==> config.mk <==
export PLATFORM = sky130hd
export DESIGN_NAME = smeu_front
export DESIGN_NICKNAME = d
export VERILOG_FILES = /design/src/rtl/core/smeu_pkg.sv /design/src/rtl/core/smeu_front.sv
export SDC_FILE = /design/constraint.sdc
export NUM_CORES = 1
export LEC_CHECK = 0
export BUFFER_PORTS_ARGS = -buffer_cell sky130_fd_sc_hd__buf_2
export CAP_MARGIN = 30
export CORE_MARGIN = 2
export CORE_UTILIZATION = 29
export DETAILED_ROUTE_END_ITERATION = 8
export SYNTH_ARGS = -nofsm -noshare
export SYNTH_HDL_FRONTEND = slang
export SYNTH_SLANG_ARGS = --single-unit
export TNS_END_PERCENT = 100
==> constraint.sdc <==
create_clock -name clk_i -period 10.7 [get_ports clk_i]
set_clock_uncertainty 0.05 [all_clocks]
set_input_delay 0 -clock clk_i [delete_from_list [all_inputs] [get_ports clk_i]]
set_output_delay 0 -clock clk_i [all_outputs]
set_load 0.03 [all_outputs]
==> src/rtl/core/smeu_pkg.sv <==
package smeu_pkg;

  // Decoded operation of one request.
  typedef enum logic [4:0] {
    OP_PUSH    = 5'd0,
    OP_POP     = 5'd1,
    OP_ADD     = 5'd2,
    OP_SUB     = 5'd3,
    OP_MUL     = 5'd4,
    OP_DIV     = 5'd5,
    OP_HLT     = 5'd6,
    OP_CALL    = 5'd7,
    OP_RET     = 5'd8,
    OP_JMP     = 5'd9,
    OP_JE      = 5'd10,
    OP_JL      = 5'd11,
    OP_JLE     = 5'd12,
    OP_JMT     = 5'd13,
    OP_JFL     = 5'd14,
    OP_IN      = 5'd15,
    OP_OUT     = 5'd16,
    OP_UNKNOWN = 5'd17
  } op_e;

  typedef enum logic [1:0] {
    MS_RUN  = 2'd0,
    MS_HALT = 2'd1,
    MS_ERR  = 2'd2
  } mstate_e;

  typedef enum logic [3:0] {
    ERR_NONE      = 4'd0,
    ERR_BAD_IP    = 4'd1,
    ERR_UNKNOWN   = 4'd2,
    ERR_PUSH_FULL = 4'd3,
    ERR_POP_EMPTY = 4'd4,
    ERR_FEW_OPS   = 4'd5,
    ERR_CALL_FULL = 4'd6,
    ERR_RET_EMPTY = 4'd7,
    ERR_DIV_ZERO  = 4'd8
  } err_e;

  typedef enum logic [3:0] {
    B_CLEAR,
    B_IDLE,
    B_RIDX,
    B_MADDR,
    B_FETCH,
    B_LOAD,
    B_EXEC,
    B_MULDIV,
    B_WR2
  } back_state_e;

  localparam logic [4:0]  ACTION_LAST = 5'd16;
  localparam logic [63:0] LEN_LONG    = 64'd9;
  localparam logic [63:0] LEN_REG     = 64'd2;
  localparam logic [63:0] LEN_SHORT   = 64'd1;

  // One classified request as it sits in the queue.
  typedef struct packed {
    op_e         op;
    logic        use_reg;
    logic        use_mem;
    logic [63:0] arg;
    logic [63:0] in_value;
  } entry_t;

  // Queue head as the back end sees it.
  typedef struct packed {
    logic   valid;
    entry_t entry;
  } fq_t;

  // Back end requests toward the front end.
  typedef struct packed {
    logic pop;
    logic clearing;
  } bctl_t;

endpackage

==> src/rtl/core/smeu_front.sv <==
module smeu_front (
  input  logic               clk_i,
  input  logic               rst_ni,
  input  logic               req_valid_i,
  output logic               req_stall_o,
  input  logic [4:0]         action_i,
  input  logic               use_reg_i,
  input  logic               use_mem_i,
  input  logic [63:0]        argument_i,
  input  logic [63:0]        in_value_i,
  input  smeu_pkg::bctl_t    bctl_i,
  output smeu_pkg::fq_t      fq_o
);
  import smeu_pkg::*;

  entry_t     slot_q [2];
  logic       wptr_q, rptr_q;
  logic [1:0] count_q;
  entry_t     cls;
  logic       push, pop;

  // Classify the raw action code; codes past the last defined one are unknown.
  always_comb begin
    cls.op       = (action_i > ACTION_LAST) ? OP_UNKNOWN : op_e'(action_i);
    cls.use_reg  = use_reg_i;
    cls.use_mem  = use_mem_i;
    cls.arg      = argument_i;
    cls.in_value = in_value_i;
  end

  assign req_stall_o = (count_q == 2'd2) || bctl_i.clearing;
  assign push        = req_valid_i && !req_stall_o;
  assign pop         = bctl_i.pop && (count_q != 2'd0);

  assign fq_o.valid = (count_q != 2'd0);
  assign fq_o.entry = slot_q[rptr_q];

  always_ff @(posedge clk_i or negedge rst_ni) begin
    if (!rst_ni) begin
      wptr_q  <= 1'b0;
      rptr_q  <= 1'b0;
      count_q <= 2'd0;
    end else begin
      if (push) wptr_q <= !wptr_q;
      if (pop)  rptr_q <= !rptr_q;
      count_q <= count_q + {1'b0, push} - {1'b0, pop};
    end
  end

  always_ff @(posedge clk_i) begin
    if (push) begin
      slot_q[wptr_q] <= cls;
    end
  end

endmodule

==> results of run 1 <==
[per-layer routing]
layer	GRT usage, %	part of all wire (%)	up-vias
met4	3.97	3.4	0
met5	0	0	-
met3	3.43	7.8	43
met1	13.9	42	2724
met2	18.7	47	216
li1	-	-	2647
[flip-flops by register name, indices dropped and copies added, names as in the netlist]
register	flops
count_q	2
rptr_q	1
slot_q	270
wptr_q	1
[path summary, 6_finish.rpt]
check,from,to,slack (ns),cells after the start
min in group asynchronous,rst_ni,count_q[0],0.32,3
max,count_q[0],slot_q[0][91],7.32,5
max reg2reg,count_q[0],slot_q[0][91],7.32,5
min,in_value_i[19],slot_q[0][19],0.12,2
min reg2reg,count_q[1],count_q[1],0.47,1
max in group asynchronous,rst_ni,rptr_q,10.06,3
[per-stage QoR]
step / instance area, um2 / hold slack (ns) / utilization, %
floorplan: 10100 / -0.346 / -
global placement: 12000 / -0.239 / 34.9
detailed placement: 12000 / -0.235 / 34.9
CTS: 14300 / 0.0969 / 41.5
global route: 14300 / 0.114 / 41.6
finish: 14300 / 0.125 / 41.6
[layout by cell type (no fill, tap or decap), drive strengths merged, types with 3 or more instances in the layout]
cell type	count
dlygate4sd3	141
nand2b	3
nor2b	3
clkinv	12
xnor2	3
edfxtp	270
mux2	135
dfrtp	4
clkbuf	37
buf	283
[final cells by class]
| cell class | count | area [um2] |
|---|---|---|
| clock inverters | 15 | 96.3 |
| multi-input cells | 153 | 1820 |
| repair buffers | 424 | 2870 |
| clock buffers | 37 | 756 |
| flip-flops and latches | 274 | 8210 |
| inverters | 2 | 7.51 |
| fillers | 3100 | 20100 |
| diodes | 1 | 2.50 |
| well taps | 455 | 569 |
[power groups by stage]
stage               combinational, mW  clock (mW)  sequential [mW]
floorplan                       0.876           0             1.41
global placement                 1.15           0             1.40
detailed placement               1.15           0             1.41
CTS                              1.20       0.932             1.39
global route                     1.26       0.969             1.40
finish                           1.19       0.900             1.39
[logic make-up after synthesis]
logic type / count (synthesis) / synth area share [%]
flip-flops: 274 / 81.0
multiplexers: 135 / 16.5
buffers and inverters: 18 / 1.22
AND/OR/NAND/NOR: 11 / 0.642
XOR/XNOR: 4 / 0.346
adder cells (fa/ha/maj): 2 / 0.247
AO/OA/AOI/OAI: 1 / 0.0741
==> results.yml, run 1 <==
critical_path:
  crit_path_top_delay_cell: "buf_4"
  worstPathRequired_ns: 10.80
  crit_path_max_incr_delay_ns: 0.82
  arrival_ns: 3.48
  startpoint_type: "flip-flop"
  worstPathMaxFanout: 61
  worst-path-buf-inv: 2
  crit_type: "reg -> reg"
  crit_chain: "nand2b_1 -> nand3b_1 -> nor2_4 -> buf_4 -> buf_4"
  cpMostUsedCell: "buf_4"
  end_kind: "flip-flop"
  critical_path.top_delay_family: "buffers and inverters"
run:
  max-cap-violations: 0
clock_tree:
  cts_buffers: 28
  postCtsHoldBufs: 141
  cts_tree: "yes"
  cts_setup_buffers: 0
  cts-resized-gates: 0
  clockBufferDepth: 3
  clock_latency_ns: 0.54
  clk_pin_slew_ns: 0.06
  htree_levels: 1
  clock_sinks: 274
  cts-root-buf: "clkbuf_16"
drt:
  dr.pass1.iters: 4
  drcViolationCount: 0
  wl_mm: 21.8
  dr_total_vias: 5630
  first_iter_violations: 249
  via_per_inst: 4.14
  antenna_left: 0
  routedWlPerCell_um: 16.0
floorplanning:
  dieArea_um2: 36500
  rows: 68
  die_h_um: 191
  dieWidth_um: 191
  core_um2: 34500
  ios: 277
  start_util_pct: 29.4
place:
  post-place-ws_ns: 7.21
  post-dp-hpwl_mm: 13.4
  port_buffers: 276
  gp_congestion: 0.714
  dp.cells: 1166
layout:
  drive_above_1_share_pct: 50.7
  layout.nets: 1025
  finalNonFillerCells: 1361
  syn_to_final_growth_pct: 41.4
yosys:
  synthCells: 445
  syn_nets: 587
  synth.distinct_cells: 18
  syn_area_per_cell_um2: 22.8
  synth_top_area_share_pct: 80.0
  yosys-top-cells-area: "edfxtp_1 80%, mux2_2 11%, mux2_4 5.9%"
  synth_top_cell_by_area: "edfxtp_1"
  synth-edff-count: 270
  ys.flop_type: "edfxtp_1"
  ys_seq_area_share_pct: 81.0
  ys_async_sr_fraction_pct: 1.46
  synthesis.area_um2: 10100
  ys_ff_latch: 274
  synth_commonest_cells: "270 x edfxtp_1, 95 x mux2_2, 40 x mux2_4"
  synth.most_common_cell: "edfxtp_1"
  yosys_warnings: 0
global_route:
  grt_pass1_wl_mm: 32.1
  grt_pass1_vias: 5911
  grt_max_degree: 62
  gr-total-overflow: 0
  antenna_found_initial: 1
  groute.usage.overall_pct: 11.3
power_and_ir_drop:
  vdd_drop_max_v: 0.000175
  power.switching_mw: 1.17
  clkPwrFrac_pct: 25.9
  p_leak_nw: 5.40
  swShare_pct: 33.6
  p_per_area_nw_per_um2: 243
  seqPwrFrac_pct: 39.9
  p_int_mw: 2.31
  p_comb_share_pct: 34.2
  power_mw: 3.48
timing:
  finalCriticalPeriod_ns: 3.38
  fin_ws_ns: 7.32
  setup_viol_count_final: 0
  slew_violations: 0
  rsz0062_at_grt: "false"
  setup-tns-final_ns: 0
  max_freq_mhz: 296
  timing.final.hold_violations: 0
  worst_pin_slew_ns: 0.883
  relSlewSlack_pct: 41.1
  post-route-period-util_pct: 31.6
status:
  status: "finished, final reports clean"
hold_path:
  hold_class: "in -> reg"
No activity file was read; power rests on OpenSTA's default activity.
==> run 2: changes to the inputs <==
clock period = 3.3 ns   (was 10.7 ns; I/O delays follow)
==> results.yml, run 2 (synthesized netlist as in run 1, its figures left out) <==
floorplanning:
  die_h_um: 191
  core_um2: 34500
  dieArea_um2: 36500
  dieWidth_um: 191
  ios: 277
  start_util_pct: 29.4
  rows: 68
power_and_ir_drop:
  power.switching_mw: 3.81
  p_int_mw: 7.54
  p_comb_share_pct: 33.4
  power_mw: 11.4
  p_leak_nw: 5.44
  clkPwrFrac_pct: 26.6
  p_per_area_nw_per_um2: 788
  swShare_pct: 33.6
  vdd_drop_max_v: 0.000558
  seqPwrFrac_pct: 40.0
clock_tree:
  htree_levels: 1
  cts_setup_buffers: 0
  clock_latency_ns: 0.55
  cts-root-buf: "clkbuf_16"
  cts_buffers: 30
  clk_pin_slew_ns: 0.06
  clockBufferDepth: 3
  clock_sinks: 274
  cts_tree: "yes"
layout:
  syn_to_final_growth_pct: 42.2
  reg_top3: "slot_q (270), count_q (2)"
  finalNonFillerCells: 1362
  top_register: "slot_q"
  final_cell_mix: "276 x buf_2, 270 x edfxtp_1, 141 x dlygate4sd3_1"
  layout.nets: 1026
  drive_above_1_share_pct: 51.0
  final_common_cell: "buf_2"
  largest_register_ffs: 270
  final_cell_area_um2: 14400
place:
  dp.cells: 1166
  post-place-ws_ns: 1.38
  place_area_um2: 12100
  gp_congestion: 0.680
  post-dp-hpwl_mm: 13.3
  port_buffers: 276
drt:
  dr_total_vias: 5597
  dr.pass1.iters: 4
  drcViolationCount: 0
  wl_mm: 21.5
  antenna_left: 0
  via_per_inst: 4.11
  first_iter_violations: 206
  routedWlPerCell_um: 15.8
timing:
  worst_pin_slew_ns: 0.655
  finalCriticalPeriod_ns: 2.47
  max_freq_mhz: 404
  post-route-period-util_pct: 75.0
  slew_violations: 0
  timing.final.hold_violations: 0
  relSlewSlack_pct: 56.3
  setup-tns-final_ns: 0
  fin_ws_ns: 0.827
  setup_viol_count_final: 0
  rsz0062_at_grt: "false"
critical_path:
  crit_type: "reg -> out"
  startpoint_type: "flip-flop"
  end_kind: "output pin"
  worstPathRequired_ns: 3.25
  arrival_ns: 2.42
  worstPathMaxFanout: 53
hold_path:
  hold_class: "in -> reg"
global_route:
  grt_pass1_vias: 6018
  gr-total-overflow: 0
  groute.usage.overall_pct: 11.2
  grt_pass1_wl_mm: 32.2
  grt_max_degree: 76
  antenna_found_initial: 3
run:
  max-cap-violations: 0
status:
  status: "finished, final reports clean"
[run 2: cell types whose count changed in the layout (fill, tap and decap cells not counted), sizes merged]
cell,previous run,this run
clkinv,12,14
clkinvlp,2,0
diode,1,3
buf,283,282
clkbuf,37,36
inv,2,3
[run 2: path summary, 6_finish.rpt]
kind | start | endpoint | slack [ns] | cells after the start
min in group asynchronous | rst_ni | count_q[0] | 0.29 | 3
worst max-delay path | rptr_q | fq_o[71] | 0.83 | 3
worst min register to register | count_q[1] | count_q[1] | 0.46 | 1
worst min-delay path | argument_i[62] | slot_q[1][126] | 0.12 | 2
max in group asynchronous | rst_ni | rptr_q | 2.71 | 3
worst max register to register | count_q[1] | slot_q[0][92] | 1.37 | 4
[run 2: final cells by class]
class	instances	area, um2
inverters	2	7.51
clock buffers	36	773
diodes	3	7.51
fillers	3101	20000
well taps	455	569
clock inverters	16	113
flip-flops and latches	274	8210
multi-input cells	153	1820
repair buffers	423	2910
[run 2: metrics by stage]
step                utilization, %  hold slack, ns
floorplan                        -          -0.346
detailed placement            35.1          -0.235
global placement              35.1          -0.233
CTS                           41.8          0.0753
finish                        41.8           0.117
global route                  41.8          0.0823
[run 2: what timing repair did]
action / 4_1_cts / 5_1_grt
setup endpoints to repair: 0 / 0
hold buffers: 141 / 0
endpoints found under the hold margin: 277 / 0
gates resized for setup: 0 / 0
[run 2: critical path, cell delays in order (launching register included)]
cell	delay, ns
dfrtp_4	0.85
buf_12	0.34
mux2_2	0.38
buf_2	0.18
[run 2: per-layer routing]
layer | up-vias | track usage (%) | share of wire [%]
met3 | 46 | 3.21 | 6.4
met4 | 0 | 4.26 | 3.6
li1 | 2652 | - | -
met1 | 2715 | 13.6 | 42
met2 | 184 | 19.0 | 48
met5 | - | 0 | 0
[run 2: power by group through the flow]
stage               Clock (mW)  Sequential (mW)  Combinational (mW)
CTS                       3.12             4.55                3.86
global route              3.26             4.59                4.02
global placement             0             4.60                3.70
detailed placement           0             4.62                3.71
floorplan                    0             4.52                2.84
finish                    3.02             4.54                3.80
